`config.mk`:
```
export PLATFORM = sky130hd
export DESIGN_NAME = number_to_digit_characters
export DESIGN_NICKNAME = d
export VERILOG_FILES = /design/src/sv/ndc_pkg.sv /design/src/sv/number_to_digit_characters.sv /design/src/sv/ndc_digit_sr.sv /design/src/sv/ndc_out_reg.sv
export SDC_FILE = /design/constraint.sdc
export NUM_CORES = 1
export LEC_CHECK = 0
export ABC_AREA = 1
export BUFFER_PORTS_ARGS = -buffer_cell sky130_fd_sc_hd__buf_2
export CAP_MARGIN = 0
export CORE_MARGIN = 2
export CORE_UTILIZATION = 33
export DETAILED_ROUTE_END_ITERATION = 7
export SYNTH_ARGS = -nofsm -noshare
export SYNTH_HDL_FRONTEND = slang
export SYNTH_SLANG_ARGS = --single-unit
```
`constraint.sdc`:
```
create_clock -name clk -period 7.18 [get_ports clk]
set_clock_uncertainty 0.2 [all_clocks]
set_input_delay 0 -clock clk [delete_from_list [all_inputs] [get_ports clk]]
set_output_delay 0 -clock clk [all_outputs]
set_load 0.01 [all_outputs]
```
`src/sv/ndc_pkg.sv`:
```
// Shared types and constants for the number to digit characters block.
package ndc_pkg;

    localparam int SR_W       = 40;   // ten BCD digits, or the raw value in the top 32 bits
    localparam int DEC_DIGITS = 10;

    localparam logic [4:0] TOP_DEC   = 5'd9;
    localparam logic [4:0] TOP_HEX   = 5'd7;
    localparam logic [4:0] TOP_BIN   = 5'd31;
    localparam logic [4:0] CONV_LAST = 5'd31;

    localparam logic [1:0] OP_UDEC = 2'd0;
    localparam logic [1:0] OP_SDEC = 2'd1;
    localparam logic [1:0] OP_HEX  = 2'd2;
    localparam logic [1:0] OP_BIN  = 2'd3;

    localparam logic [0:0] REG_ROW_COUNT    = 1'd0;
    localparam logic [0:0] REG_COLUMN_COUNT = 1'd1;

    localparam logic [6:0] CH_ZERO  = 7'h30;
    localparam logic [6:0] CH_A     = 7'h41;
    localparam logic [6:0] CH_PLUS  = 7'h2B;
    localparam logic [6:0] CH_MINUS = 7'h2D;

    typedef enum logic [1:0] {
        ST_IDLE,
        ST_CONV,
        ST_SIGN,
        ST_WORK
    } ndc_state_t;

    typedef enum logic [2:0] {
        SR_HOLD,
        SR_LOAD_BIN,
        SR_LOAD_RAW,
        SR_DABBLE,
        SR_SHIFT1,
        SR_SHIFT4
    } sr_op_t;

    typedef struct packed {
        sr_op_t      op;
        logic [31:0] data;
    } sr_ctrl_t;

    typedef struct packed {
        logic [3:0] line;
        logic [6:0] column;
        logic [6:0] code;
        logic       in_range;
        logic       last;
    } char_item_t;

endpackage

```
`src/sv/number_to_digit_characters.sv`:
```
// Top level: formats a 32-bit number into a run of ASCII digit character items.
//
// Slave side takes one number item (mode in s_tuser) and the master side
// sends one character item per position, most significant digit first,
// with m_tlast on the final one and the on-display flag in m_tuser.
// Signed decimal sends a '+' or '-' item ahead of the magnitude digits.
// Decimal modes first run a double-dabble conversion through the digit shift
// register; hex and binary load it directly.
// The shift register then drops unwanted leading digits one per cycle (up to
// 9 in decimal, 7 in hex, 31 in binary), and one character item leaves per
// cycle while the output register has room.
// The first character follows the conversion in decimal modes and the direct
// load in hex or binary; digits are pushed only after the dropped digits.
// Items are taken one at a time. s_tready is high only between items; the next
// item is taken while the last character still waits in the output register.
// A stalled receiver holds the output register and pauses the sequencer before
// its next push. Reset empties the output register, returns to idle and sets
// the display size to 4 lines by 16 columns. The user writes it with cfg_we
// between items; the block itself does not enforce this.
module number_to_digit_characters
#(
    parameter int MAX_DIGITS = 32
)
(
    input  logic        clk,
    input  logic        rst_n,
    input  logic        cfg_we,
    input  logic [0:0]  cfg_index,
    input  logic [5:0]  cfg_data,
    input  logic        s_tvalid,
    output logic        s_tready,
    // line[3:0], start_column[9:4], number[41:10], digit_count[47:42]
    input  logic [47:0] s_tdata,
    // operation[1:0]
    input  logic [1:0]  s_tuser,
    output logic        m_tvalid,
    input  logic        m_tready,
    // line_out[3:0], column_out[10:4], char_code[17:11], zero fill above
    output logic [23:0] m_tdata,
    // in_range[0]
    output logic [0:0]  m_tuser,
    output logic        m_tlast
);

    localparam int CNT_W = $clog2(MAX_DIGITS);

    ndc_pkg::ndc_state_t state_reg;
    ndc_pkg::ndc_state_t state_next;

    logic [3:0]       row_count_reg;
    logic [5:0]       column_count_reg;
    logic [1:0]       mode_reg;
    logic [1:0]       mode_next;
    logic [3:0]       line_reg;
    logic [3:0]       line_next;
    logic [6:0]       col_reg;
    logic [6:0]       col_next;
    logic             zero_reg;
    logic             zero_next;
    logic             neg_reg;
    logic             neg_next;
    logic [CNT_W-1:0] e_reg;
    logic [CNT_W-1:0] e_next;
    logic [4:0]       top_reg;
    logic [4:0]       top_next;
    logic [4:0]       cnt_reg;
    logic [4:0]       cnt_next;

    logic                s_accept;
    logic [1:0]          in_op;
    logic [3:0]          in_line;
    logic [5:0]          in_col;
    logic [31:0]         in_number;
    logic [5:0]          in_count;
    logic [5:0]          n_sat;
    logic [4:0]          e_ext;
    logic                dec_mode;
    logic                push;
    logic                space;
    logic [3:0]          top_nibble;
    logic                top_bit;
    logic [6:0]          digit_char;
    logic                pos_ok;
    ndc_pkg::sr_ctrl_t   sr_ctrl;
    ndc_pkg::char_item_t item_in;
    ndc_pkg::char_item_t item_out;

    assign s_tready  = (state_reg == ndc_pkg::ST_IDLE);
    assign s_accept  = s_tvalid && s_tready;
    assign in_op     = s_tuser;
    assign in_line   = s_tdata[3:0];
    assign in_col    = s_tdata[9:4];
    assign in_number = s_tdata[41:10];
    assign in_count  = s_tdata[47:42];
    assign n_sat     = (in_count > 6'(MAX_DIGITS)) ? 6'(MAX_DIGITS) : in_count;
    assign e_ext     = 5'(e_reg);
    assign dec_mode  = (mode_reg == ndc_pkg::OP_UDEC) || (mode_reg == ndc_pkg::OP_SDEC);

    always_comb
    begin
        if (mode_reg == ndc_pkg::OP_BIN)
        begin
            digit_char = ndc_pkg::CH_ZERO + {6'd0, top_bit};
        end
        else if (top_nibble < 4'd10)
        begin
            digit_char = ndc_pkg::CH_ZERO + {3'd0, top_nibble};
        end
        else
        begin
            digit_char = ndc_pkg::CH_A + {3'd0, top_nibble} - 7'd10;
        end
    end

    assign pos_ok = (line_reg >= 4'd1) && (line_reg <= row_count_reg) &&
                    (col_reg >= 7'd1) && (col_reg <= {1'b0, column_count_reg});

    // next state
    always_comb
    begin
        state_next = state_reg;
        case (state_reg)
            ndc_pkg::ST_IDLE:
            begin
                if (s_accept)
                begin
                    if ((in_op == ndc_pkg::OP_UDEC) || (in_op == ndc_pkg::OP_SDEC))
                    begin
                        state_next = ndc_pkg::ST_CONV;
                    end
                    else if (in_count != 6'd0)
                    begin
                        state_next = ndc_pkg::ST_WORK;
                    end
                end
            end
            ndc_pkg::ST_CONV:
            begin
                if (cnt_reg == ndc_pkg::CONV_LAST)
                begin
                    if (mode_reg == ndc_pkg::OP_SDEC)
                    begin
                        state_next = ndc_pkg::ST_SIGN;
                    end
                    else if (zero_reg)
                    begin
                        state_next = ndc_pkg::ST_IDLE;
                    end
                    else
                    begin
                        state_next = ndc_pkg::ST_WORK;
                    end
                end
            end
            ndc_pkg::ST_SIGN:
            begin
                if (space)
                begin
                    state_next = zero_reg ? ndc_pkg::ST_IDLE : ndc_pkg::ST_WORK;
                end
            end
            ndc_pkg::ST_WORK:
            begin
                if (top_reg <= e_ext && space && e_reg == '0)
                begin
                    state_next = ndc_pkg::ST_IDLE;
                end
            end
            default:
            begin
                state_next = ndc_pkg::ST_IDLE;
            end
        endcase
    end

    // outputs and datapath controls
    always_comb
    begin
        mode_next     = mode_reg;
        line_next     = line_reg;
        col_next      = col_reg;
        zero_next     = zero_reg;
        neg_next      = neg_reg;
        e_next        = e_reg;
        top_next      = top_reg;
        cnt_next      = cnt_reg;
        sr_ctrl.op    = ndc_pkg::SR_HOLD;
        sr_ctrl.data  = in_number;
        push          = 1'b0;
        item_in.line     = line_reg;
        item_in.column   = col_reg;
        item_in.code     = digit_char;
        item_in.in_range = pos_ok;
        item_in.last     = 1'b0;
        case (state_reg)
            ndc_pkg::ST_IDLE:
            begin
                if (s_accept)
                begin
                    mode_next = in_op;
                    line_next = in_line;
                    col_next  = {1'b0, in_col};
                    zero_next = (in_count == 6'd0);
                    neg_next  = in_number[31];
                    e_next    = CNT_W'(n_sat - 6'd1);
                    cnt_next  = 5'd0;
                    case (in_op)
                        ndc_pkg::OP_UDEC:
                        begin
                            top_next   = ndc_pkg::TOP_DEC;
                            sr_ctrl.op = ndc_pkg::SR_LOAD_BIN;
                        end
                        ndc_pkg::OP_SDEC:
                        begin
                            top_next   = ndc_pkg::TOP_DEC;
                            sr_ctrl.op = ndc_pkg::SR_LOAD_BIN;
                            if (in_number[31])
                            begin
                                sr_ctrl.data = ~in_number + 32'd1;
                            end
                        end
                        ndc_pkg::OP_HEX:
                        begin
                            top_next   = ndc_pkg::TOP_HEX;
                            sr_ctrl.op = ndc_pkg::SR_LOAD_RAW;
                        end
                        default:
                        begin
                            top_next   = ndc_pkg::TOP_BIN;
                            sr_ctrl.op = ndc_pkg::SR_LOAD_RAW;
                        end
                    endcase
                end
            end
            ndc_pkg::ST_CONV:
            begin
                sr_ctrl.op = ndc_pkg::SR_DABBLE;
                cnt_next   = cnt_reg + 5'd1;
            end
            ndc_pkg::ST_SIGN:
            begin
                item_in.code = neg_reg ? ndc_pkg::CH_MINUS : ndc_pkg::CH_PLUS;
                item_in.last = zero_reg;
                if (space)
                begin
                    push     = 1'b1;
                    col_next = col_reg + 7'd1;
                end
            end
            ndc_pkg::ST_WORK:
            begin
                item_in.last = (e_reg == '0);
                if (top_reg > e_ext)
                begin
                    // drop digits above the requested count
                    sr_ctrl.op = dec_mode || (mode_reg == ndc_pkg::OP_HEX) ?
                                 ndc_pkg::SR_SHIFT4 : ndc_pkg::SR_SHIFT1;
                    top_next   = top_reg - 5'd1;
                end
                else if (space)
                begin
                    push     = 1'b1;
                    col_next = col_reg + 7'd1;
                    e_next   = e_reg - CNT_W'(1);
                    if (top_reg == e_ext)
                    begin
                        sr_ctrl.op = dec_mode || (mode_reg == ndc_pkg::OP_HEX) ?
                                     ndc_pkg::SR_SHIFT4 : ndc_pkg::SR_SHIFT1;
                        top_next   = top_reg - 5'd1;
                    end
                    else
                    begin
                        // position beyond what 32 bits hold
                        item_in.code = ndc_pkg::CH_ZERO;
                    end
                end
            end
            default:
            begin
                push = 1'b0;
            end
        endcase
    end

    always_ff @(posedge clk or negedge rst_n)
    begin
        if (!rst_n)
        begin
            state_reg        <= ndc_pkg::ST_IDLE;
            row_count_reg    <= 4'd4;
            column_count_reg <= 6'd16;
            e_reg            <= '0;
            top_reg          <= 5'd0;
            cnt_reg          <= 5'd0;
        end
        else
        begin
            state_reg <= state_next;
            e_reg     <= e_next;
            top_reg   <= top_next;
            cnt_reg   <= cnt_next;
            if (cfg_we)
            begin
                if (cfg_index == ndc_pkg::REG_ROW_COUNT)
                begin
                    row_count_reg <= cfg_data[3:0];
                end
                else if (cfg_index == ndc_pkg::REG_COLUMN_COUNT)
                begin
                    column_count_reg <= cfg_data;
                end
            end
        end
    end

    always_ff @(posedge clk)
    begin
        mode_reg <= mode_next;
        line_reg <= line_next;
        col_reg  <= col_next;
        zero_reg <= zero_next;
        neg_reg  <= neg_next;
    end

    ndc_digit_sr u_digit_sr
    (
        .clk        (clk),
        .ctrl       (sr_ctrl),
        .top_nibble (top_nibble),
        .top_bit    (top_bit)
    );

    ndc_out_reg u_out_reg
    (
        .clk      (clk),
        .rst_n    (rst_n),
        .push     (push),
        .item_in  (item_in),
        .space    (space),
        .ready    (m_tready),
        .valid    (m_tvalid),
        .item_out (item_out)
    );

    assign m_tdata = {6'd0, item_out.code, item_out.column, item_out.line};
    assign m_tuser = item_out.in_range;
    assign m_tlast = item_out.last;

    conv_runs_full: assert property (@(posedge clk) disable iff (!rst_n)
        (state_reg == ndc_pkg::ST_CONV && cnt_reg != ndc_pkg::CONV_LAST)
        |=> (state_reg == ndc_pkg::ST_CONV))
        else $error("conversion left early");

    last_digit_ends_item: assert property (@(posedge clk) disable iff (!rst_n)
        (state_reg == ndc_pkg::ST_WORK && push && e_reg == '0)
        |=> (state_reg == ndc_pkg::ST_IDLE))
        else $error("sequencer did not return to idle after last digit");

    raw_load_starts_work: assert property (@(posedge clk) disable iff (!rst_n)
        (s_accept && (in_op == ndc_pkg::OP_HEX || in_op == ndc_pkg::OP_BIN)
         && in_count != 6'd0)
        |=> (state_reg == ndc_pkg::ST_WORK))
        else $error("hex or binary item did not start emitting");

    push_has_room: assert property (@(posedge clk) disable iff (!rst_n)
        (m_tvalid && !m_tready) |=> (m_tvalid && $stable(m_tdata)))
        else $error("stalled character item was overwritten");

endmodule

```
`src/sv/ndc_digit_sr.sv`:
```
// Digit shift register: double-dabble binary to BCD and MSB-first digit shift-out.
module ndc_digit_sr
(
    input  logic              clk,
    input  ndc_pkg::sr_ctrl_t ctrl,
    output logic [3:0]        top_nibble,
    output logic              top_bit
);

    logic [ndc_pkg::SR_W-1:0] dig_reg;
    logic [ndc_pkg::SR_W-1:0] dig_next;
    logic [31:0]              bin_reg;
    logic [31:0]              bin_next;
    logic [ndc_pkg::SR_W-1:0] adj;

    // add 3 to every BCD digit of 5 or more before the shift
    always_comb
    begin
        logic [3:0] d;
        d = 4'd0;
        adj = '0;
        for (int k = 0; k < ndc_pkg::DEC_DIGITS; k++)
        begin
            d = dig_reg[4*k +: 4];
            adj[4*k +: 4] = (d >= 4'd5) ? d + 4'd3 : d;
        end
    end

    always_comb
    begin
        dig_next = dig_reg;
        bin_next = bin_reg;
        case (ctrl.op)
            ndc_pkg::SR_LOAD_BIN:
            begin
                dig_next = '0;
                bin_next = ctrl.data;
            end
            ndc_pkg::SR_LOAD_RAW:
            begin
                dig_next = {ctrl.data, 8'b0};
            end
            ndc_pkg::SR_DABBLE:
            begin
                dig_next = {adj[ndc_pkg::SR_W-2:0], bin_reg[31]};
                bin_next = {bin_reg[30:0], 1'b0};
            end
            ndc_pkg::SR_SHIFT1:
            begin
                dig_next = {dig_reg[ndc_pkg::SR_W-2:0], 1'b0};
            end
            ndc_pkg::SR_SHIFT4:
            begin
                dig_next = {dig_reg[ndc_pkg::SR_W-5:0], 4'b0};
            end
            default:
            begin
                dig_next = dig_reg;
                bin_next = bin_reg;
            end
        endcase
    end

    always_ff @(posedge clk)
    begin
        dig_reg <= dig_next;
        bin_reg <= bin_next;
    end

    assign top_nibble = dig_reg[ndc_pkg::SR_W-1 -: 4];
    assign top_bit    = dig_reg[ndc_pkg::SR_W-1];

endmodule

```
`src/sv/ndc_out_reg.sv`:
```
// Output register holding one character item for the master side.
module ndc_out_reg
(
    input  logic                clk,
    input  logic                rst_n,
    input  logic                push,
    input  ndc_pkg::char_item_t item_in,
    output logic                space,
    input  logic                ready,
    output logic                valid,
    output ndc_pkg::char_item_t item_out
);

    logic                valid_reg;
    logic                valid_next;
    ndc_pkg::char_item_t item_reg;

    assign space = !valid_reg || ready;

    always_comb
    begin
        valid_next = valid_reg;
        if (push)
        begin
            valid_next = 1'b1;
        end
        else if (ready)
        begin
            valid_next = 1'b0;
        end
    end

    always_ff @(posedge clk or negedge rst_n)
    begin
        if (!rst_n)
        begin
            valid_reg <= 1'b0;
        end
        else
        begin
            valid_reg <= valid_next;
        end
    end

    always_ff @(posedge clk)
    begin
        if (push)
        begin
            item_reg <= item_in;
        end
    end

    assign valid    = valid_reg;
    assign item_out = item_reg;

endmodule

```
Yosys cells after proc, flatten, opt, wreduce, memory -nomap -nowiden
Cells that the tools add are included.

cells by class
  $lt $le $gt $ge = 18
  equal/unequal tests = 24
  reductions and logical operators = 32
  add/subtract/negate cells = 20
  multiplexer cells = 61
  bitwise logic cells = 2

operators with widths
  cell                   count
  $pmux 40 s5            1
  $mux 32                3
  $pmux 32 s2            1
  $mux 7                 8
  $mux 5                 9
  $ge 4x3->1 const B     10
  $pmux 5 s2             4
  $add 4x2->4 const B    9
  $mux 4                 9
  $mux 35                1
  $add 32x1->32 const B  1
  $not 32->32            1
  $pmux 7 s3             1
  $mux 2                 9
  $mux 3                 5
  $sub 5x1->5 const B    3
  $pmux 7 s2             1
  $eq 2x2->1 const B     5
  $ne 2x2->1 const B     5
  $pmux 3 s3             1
  $pmux 2 s4             1
  $reduce_and 2->1       4
  $reduce_and 4->1       2
  $reduce_bool 2->1      4
  39 further kinds       59

word-level totals
  input port bits = 62
  bits in registers = 135

Longest topological paths before layout
Gate-level depths: netlist (run 1).

  word-level depth = 10
  mapped depth = 12
  depth with buffers taken out = 12

Modules after synthesis
A second synthesis (run 1) with hierarchy kept.

second synthesis, totals
  cell total of the unflattened synthesis = 1220
  area total of the unflattened synthesis = 9235.1 um2

modules (own cells, without submodules)
  module                      area an instance (um2)  cells an instance  times used
  ndc_digit_sr                4857.2                  642                1
  number_to_digit_characters  3732.3                  553                1
  ndc_out_reg                 645.6                   25                 1

Worst setup path after synthesis (run 1)
OpenSTA, ideal clock, no wires.

  path kind = register -> register
  start point = reg top_reg[4]
  end point = reg u_digit_sr.dig_reg[0] (netlist bit), enable pin
  data required time = 6.262 ns
  buffers on the path = 0
  clock period less this slack = 3.356 ns
  data arrival time = 2.438 ns
  path slack = 3.824 ns
  setup time = 0.718 ns
  cell stages (with the launch flop) = 8
  cells stage by stage = dfrtp_1 > ha_1 > nand2_1 > inv_1 > a21oi_1 > nand3_1 > nand2_1 > nand4_1

between the ends
  word-level cells in the longest chain between the ends = 7
  elaborated cells on any way between the ends = 12
  those cells by class = order compare: 1; eq/ne: 6; mux: 4; reduce/logical: 1

ends and longest elaborated chain
  what                                      RTL line                           text
  start: declaration                        number_to_digit_characters.sv:64   logic [4:0] top_reg;
  start signal: assignment                  number_to_digit_characters.sv:300  top_reg <= top_next;
  $eq 5x5->1                                number_to_digit_characters.sv:265  if (top_reg == e_ext)
  $mux 3                                    number_to_digit_characters.sv:265
  $mux 3                                    number_to_digit_characters.sv:260  else if (space)
  $mux 3 (*)                                number_to_digit_characters.sv:253  if (top_reg > e_ext)
  $pmux 3 s3 (*)                            number_to_digit_characters.sv:195  case (state_reg)
  $eq 3x1->1, or another cell as far along  ndc_digit_sr.sv:33                 case (ctrl.op)
  $reduce_bool 5->1 (no line) (*)           --
  end signal: assignment                    ndc_digit_sr.sv:66                 dig_reg <= dig_next;
  end: declaration                          ndc_digit_sr.sv:10                 logic [ndc_pkg::SR_W-1:0] dig_reg;

Mark *: on every way between the ends. The rest lies on a longest branch, timed or not.
A chain may end at the register's enable or synchronous reset.

Worst setup path in the final report (run 1)
  start point = reg state_reg[1]
  end point = reg u_digit_sr.bin_reg[11], data pin

between the ends
  word-level cells in the longest chain between the ends = 6
  elaborated cells on any way between the ends = 10
  those cells by class = eq/ne: 4; mux: 4; reduce/logical: 2

ends and longest elaborated chain
  what                                      RTL line                                                             text
  start: declaration                        number_to_digit_characters.sv:47                                     ndc_pkg::ndc_state_t state_reg;
  start signal: assignment                  number_to_digit_characters.sv:289                                    state_reg <= ndc_pkg::ST_IDLE;
  start signal: assignment                  number_to_digit_characters.sv:298                                    state_reg <= state_next;
  $logic_not 2->1                           number_to_digit_characters.sv:88, number_to_digit_characters.sv:195
  $logic_and 1x1->1                         number_to_digit_characters.sv:89                                     assign s_accept = s_tvalid && s_tready;
  $mux 35                                   number_to_digit_characters.sv:198                                    if (s_accept)
  $pmux 3 s3                                number_to_digit_characters.sv:195
  $eq 3x2->1 or $eq 3x1->1 (tied branches)  ndc_digit_sr.sv:33
  $pmux 32 s2 (*)                           ndc_digit_sr.sv:33
  net u_digit_sr.bin_next[11]               ndc_digit_sr.sv:13                                                   logic [31:0] bin_next;
  end signal: assignment                    ndc_digit_sr.sv:67                                                   bin_reg <= bin_next;
  end: declaration                          ndc_digit_sr.sv:12                                                   logic [31:0] bin_reg;

The timed path passes the listed nets; every way through them passes the cells marked *.

==> out/results.ini, run 1 <==
[floorplanning]
die_y_um = 168
dieArea_um2 = 28100
initial_utilization_pct = 33.7
ios = 90
rows = 59
core_um2 = 26200
dieWidth_um = 168

[global_route]
antenna_found_initial = 0
busiest_layer = met2
grt_pass1_wl_mm = 39.4
met3_usage_pct = 3.45
overflow = 0
grtUsageTotal_pct = 17.5
grt_pass1_vias = 7979
use_met2_pct = 29.0
grt_use_met1_pct = 23.3
grt_max_degree = 69

[sta]
rsz0062_at_grt = no
tightest_slew_ns = 0.818
slew_headroom_pct = 45.4
finalSetupViolCount = 0
tns_ns = 0
fin_crit_sh_pct = 45.5
hold_viol = 0
period_needed_ns = 3.27
max_freq_mhz = 306
slew_violations = 0

[synthesis]
synth.avg_cell_area_um2 = 7.70
synth_cells = 1147
synth_seq_area_share_pct = 44.3
synth.cell_area_um2 = 8840
yosys_warnings = 0
ys_seq_elements = 135
post_synth_num_cell_types = 40

[clocking]
cts.sinks = 135
clkTransAtPathRegs_ns = 0.07
cts_buffer_depth = 2
postCtsHoldBufs = 77
cts_root_buffer = clkbuf_16
cts_buffers = 17
h-tree-depth = 4
clk_latency_ns = 0.44
cts_setup_buffers = 0
cts.repair.resized = 0
cts_tree = built

[min_path]
min_to = u_digit_sr.bin_reg[1]
holdPathStages = 5
min_from = s_tdata[11]
hold_path.class = primary input to flop

[cells_and_area]
layout-drive-gt1-share_pct = 11.0
layout_common_cells = nand2_1, inv_1, nand3_1, edfxtp_1, nor2_1
multi_input_area_um2 = 4170
nets = 1406
n_antenna_cell = 0
n_fill_cell = 2602
syn_to_final_growth_pct = 23.9
final_common_cell = nand2_1
largest_register_ffs = 40
ff_latch_area_um2 = 3920
fin_cells = 1650

[setup_path]
crit_family = buffers and inverters
reg2reg_to = u_digit_sr.bin_reg[11]
reg2reg_depth = 9
reg2reg_setup_slack_ns = 3.91
crit_type = flop to flop
crit_buf_inv = 3
cp-start-kind = flop
cp_cell_sequence = nor2_2 -> nand2_2 -> nor2_2 -> buf_4 -> nand3_1 -> dlygate4sd3_1 -> nand3_1 -> dlygate4sd3_1 -> nand2_1
endpoint_kind = flop
critPathRequiredTime_ns = 7.17
cp_data_arrival_time_ns = 3.26
crit_fanout = 48
crit_slowest_cell = dlygate4sd3_1
reg2reg_from = state_reg[1]
slowest_delay_ns = 0.58

[drt]
routedWlPerCell_um = 14.5
vias_per_cell = 4.95
ant_nets = 0
num_vias = 8161
first_pass_iters = 5
drtIter0Drc = 643
drc = 0
wl_mm = 23.9

[place]
place_inst = 1541
port_buffers = 83
place_congestion = 0.887
hpwl_mm = 16.9

[pwr]
ir_drop_mv = 0.204
p_leak_nw = 4.95
pwr_density_cell_nw_per_um2 = 400

[run_status]
status = finished, final reports clean

[job]
cap_violations = 0

==> where the power goes <==
| part | switching, W | internal, W | total [W] | leakage [nW] |
|---|---|---|---|---|
| registers | 0.000268 | 0.00139 | 0.00166 | 1.39 |
| clock network | 0.000378 | 0.000553 | 0.000930 | 0.309 |
| logic | 0.00118 | 0.000611 | 0.00179 | 3.25 |
==> how the worst max path moves through the flow <==
stage | cells after the start | slack (ns) | from | to
final | 9 | 3.91 | state_reg[1] | u_digit_sr.bin_reg[11]
after floorplan | 7 | 3.82 | top_reg[4] | u_digit_sr.dig_reg[0]
after CTS | 9 | 3.96 | state_reg[1] | u_digit_sr.bin_reg[11]
after global routing | 9 | 3.75 | state_reg[1] | u_digit_sr.bin_reg[11]
after detailed placement | 9 | 4.36 | state_reg[1] | u_digit_sr.dig_reg[4]
after global placement | 9 | 4.44 | state_reg[1] | u_digit_sr.dig_reg[4]
==> cell families after synthesis <==
family,count (synthesis),share of synthesized area (%)
other,1,0.0424
AO/OA/AOI/OAI,162,10.3
buffers and inverters,192,8.79
AND/OR/NAND/NOR,599,29.0
XOR/XNOR,16,1.59
adder cells (fa/ha/maj),42,5.95
flip-flops,135,44.3
==> worst min-delay path, cell delays in order <==
cell and delay, ns:
buf_2 0.07, inv_1 0.06, nand2_1 0.07, o21ai_0 0.14, o21ai_0 0.19
==> Yosys cell counts (all sizes together) <==
library cell	number	area, um^2
conb	1	3.75
a21oi	32	160
a21o	1	7.51
inv	157	589
nand4	23	159
nor3	5	25.0
ha	42	526
dfstp	2	52.6
a211oi	1	7.51
o2bb2ai	1	8.76
o31ai	1	7.51
edfxtp	107	3210
nor2	107	417
o21a	2	15.0
o221ai	1	8.76
nand3	130	656
o21ai	86	430
nor4	3	18.8
o22ai	6	37.5
o211ai	21	158
dfrtp	26	651
or2	5	31.3
xor2	14	123
a31oi	5	31.3
xnor2	2	17.5
clkbuf	5	18.8
a22o	3	26.3
a22oi	2	15.0
nand3b	7	52.6
buf	30	169
nand2	319	1200
==> metal layers <==
metal / up-vias / wire length (um) / part of all wire, %
li1: 4130 / - / -
met1: 3744 / 11400 / 48
met2: 252 / 10800 / 45
met3: 35 / 1350 / 5.6
met4: 0 / 409 / 1.7
met5: - / 0 / 0
==> per-stage QoR <==
stage	instance area (um^2)	total power (W)	util, %	setup slack [ns]	hold WS [ns]
2_1_floorplan	8860	0.00289	-	3.82	-0.496
4_1_cts	11000	0.00439	41.8	3.96	0.0121
3_5_place_dp	9550	0.00341	36.5	4.36	-0.111
5_1_grt	11000	0.00474	41.8	3.75	0.0768
6_report	11000	0.00438	41.8	3.91	0.0289
3_3_place_gp	9550	0.00337	36.5	4.44	-0.124
==> cell type report <==
class,count,area share (%)
Multi-Input combinational cell,825,38.1
Timing Repair Buffer,166,11.3
Tap cell,335,3.83
Clock inverter,13,1.42
Clock buffer,19,4.24
Inverter,157,5.38
Sequential cell,135,35.8
No activity file was read; power rests on OpenSTA's default activity.
==> inputs of run 2 (changes only) <==
==> constraint.sdc (replaced) <==
create_clock -name clk -period 2.69 [get_ports clk]
set_clock_uncertainty 0.2 [all_clocks]
set_input_delay 0 -clock clk [delete_from_list [all_inputs] [get_ports clk]]
set_output_delay 0 -clock clk [all_outputs]
set_load 0.01 [all_outputs]
==> run 2 against run 1 <==
  * Global-route usage shrank 0.16 points
  * Non-clock buffer count grew 7
  * Sequential power grew to 2.7 times the previous value
  * Setup slack lost 3.8 ns
  * First-iteration DRC count grew 11%
  * Sequential share of layout area shrank 0.44 points
  * Final cell count grew 0.42%
  * Total power grew to 2.7 times the previous value
  * Flip-flop and latch count is the same
  * Die area is the same
  * Count of clock-buffer cells in the layout is the same
  * Critical path type unchanged
==> out/results.ini, run 2 (synthesized netlist as in run 1, its figures left out) <==
[sta]
fin_crit_sh_pct = 94.0
slew_violations = 0
tightest_slew_ns = 0.801
hold_viol = 0
slew_headroom_pct = 46.5
period_needed_ns = 2.53
max_freq_mhz = 396
tns_ns = 0
worst_slack_ns = 0.162
rsz0062_at_grt = yes
hold_slack_ns = 0.0228
finalSetupViolCount = 0

[setup_path]
crit_fanout = 20
crit_slowest_cell = inv_1
cp_cell_sequence = ha_1 -> nand2_1 -> nor2_1 -> nand2_1 -> nand2_1 -> o21ai_0 -> inv_1
crit_type = flop to flop
endpoint_kind = flop
slowest_delay_ns = 0.61
cp_data_arrival_time_ns = 2.37
cp-start-kind = flop
reg2reg_depth = 7
critPathRequiredTime_ns = 2.53
cp_common_cell = nand2_1

[job]
cap_violations = 0

[cells_and_area]
layout-drive-gt1-share_pct = 11.7
nets = 1413
syn_to_final_growth_pct = 25.5
design_area_um2 = 11100
n_antenna_cell = 0
final_common_cell = nand2_1
layout_common_cells = nand2_1, inv_1, nand3_1, edfxtp_1, nor2_1
largest_register_ffs = 40

[pwr]
pwr_density_cell_nw_per_um2 = 1070
ir_drop_mv = 0.622
p_leak_nw = 5.00

[drt]
wl_mm = 23.5
vias_per_cell = 4.98
num_vias = 8254
drc = 0
ant_nets = 0
drtIter0Drc = 716
routedWlPerCell_um = 14.2
first_pass_iters = 5

[place]
place_ws_ns = 0.138
port_buffers = 83
hpwl_mm = 16.5
place_congestion = 0.877
dpl_cell_area_um2 = 9680

[min_path]
holdPathStages = 5
hold_path.class = primary input to flop

[clocking]
cts_tree = built
cts_root_buffer = clkbuf_16
cts_setup_buffers = 0
clk_latency_ns = 0.43
h-tree-depth = 4
clkTransAtPathRegs_ns = 0.07
cts.sinks = 135
cts_buffer_depth = 2
cts_buffers = 17

[floorplanning]
initial_utilization_pct = 33.7
dieWidth_um = 168
die_y_um = 168
core_um2 = 26200
dieArea_um2 = 28100
ios = 90
rows = 59

[run_status]
status = finished, final reports clean

[global_route]
grtUsageTotal_pct = 17.3
antenna_found_initial = 1
grt_pass1_vias = 7999
overflow = 0
grt_pass1_wl_mm = 39.2
grt_max_degree = 69

run 2: cell types whose count changed in the layout (fill, tap and decap cells not counted), sizes merged:
| cell | previous run | this run |
|---|---|---|
| inv | 165 | 164 |
| clkinv | 3 | 2 |
| buf | 90 | 97 |
| clkinvlp | 0 | 2 |
run 2: path summary, 6_finish.rpt:
path | slack (ns) | start | to
min in group asynchronous | 0.44 | rst_n | row_count_reg[3]
worst min register to register | 0.25 | line_reg[0] | u_out_reg.item_out[16]
worst max register to register | 0.16 | top_reg[4] | u_out_reg.item_out[8]
worst min-delay path | 0.02 | s_tdata[11] | u_digit_sr.bin_reg[1]
max in group asynchronous | 1.66 | rst_n | cnt_reg[0]
worst max-delay path | 0.16 | top_reg[4] | u_out_reg.item_out[8]
run 2: where the power goes:
group	internal [W]	leakage, nW	switching (W)
logic	0.00179	3.32	0.00318
registers	0.00371	1.39	0.000687
clock network	0.00150	0.303	0.00101
total	0.00700	5.00	0.00488
run 2: repair_timing:
action,4_1_cts,5_1_grt
hold endpoints to repair,124,0
gates resized for setup,0,0
endpoints found under the setup margin,0,20
hold buffers,77,0
run 2: layer usage:
layer | GRT usage (%) | wire [um] | part of all wire (%) | vias to the layer above
met5 | 0 | 11 | 0.047 | -
met4 | 5.29 | 329 | 1.4 | 2
met3 | 3.45 | 1440 | 6.1 | 26
met2 | 27.7 | 10500 | 45 | 262
met1 | 23.7 | 11200 | 48 | 3815
li1 | - | - | - | 4149
run 2: area by class of cell:
cell class / count / area, um^2
flip-flops and latches: 135 / 3920
inverters: 157 / 589
clock buffers: 19 / 475
well taps: 335 / 419
repair buffers: 173 / 1360
clock inverters: 13 / 154
fillers: 2605 / 15100
multi-input cells: 825 / 4180
run 2: through the flow:
stage,instances,total power (W),utilization [%]
after CTS,1657,0.0120,42.3
after floorplan,1152,0.00775,-
final,1657,0.0119,42.3
after detailed placement,1548,0.00927,36.9
after global routing,1657,0.0129,42.3
after global placement,1548,0.00915,36.9
run 2: worst max-delay path, delay by kind of cell (launching register included):
| kind | cells | cell delay [ns] |
|---|---|---|
| and+or+nand+nor | 4 | 0.52 |
| AOI/OAI and AO/OA | 1 | 0.11 |
| buffers and inverters | 1 | 0.61 |
| adders and majority gates | 1 | 0.31 |
| DFF | 1 | 0.41 |
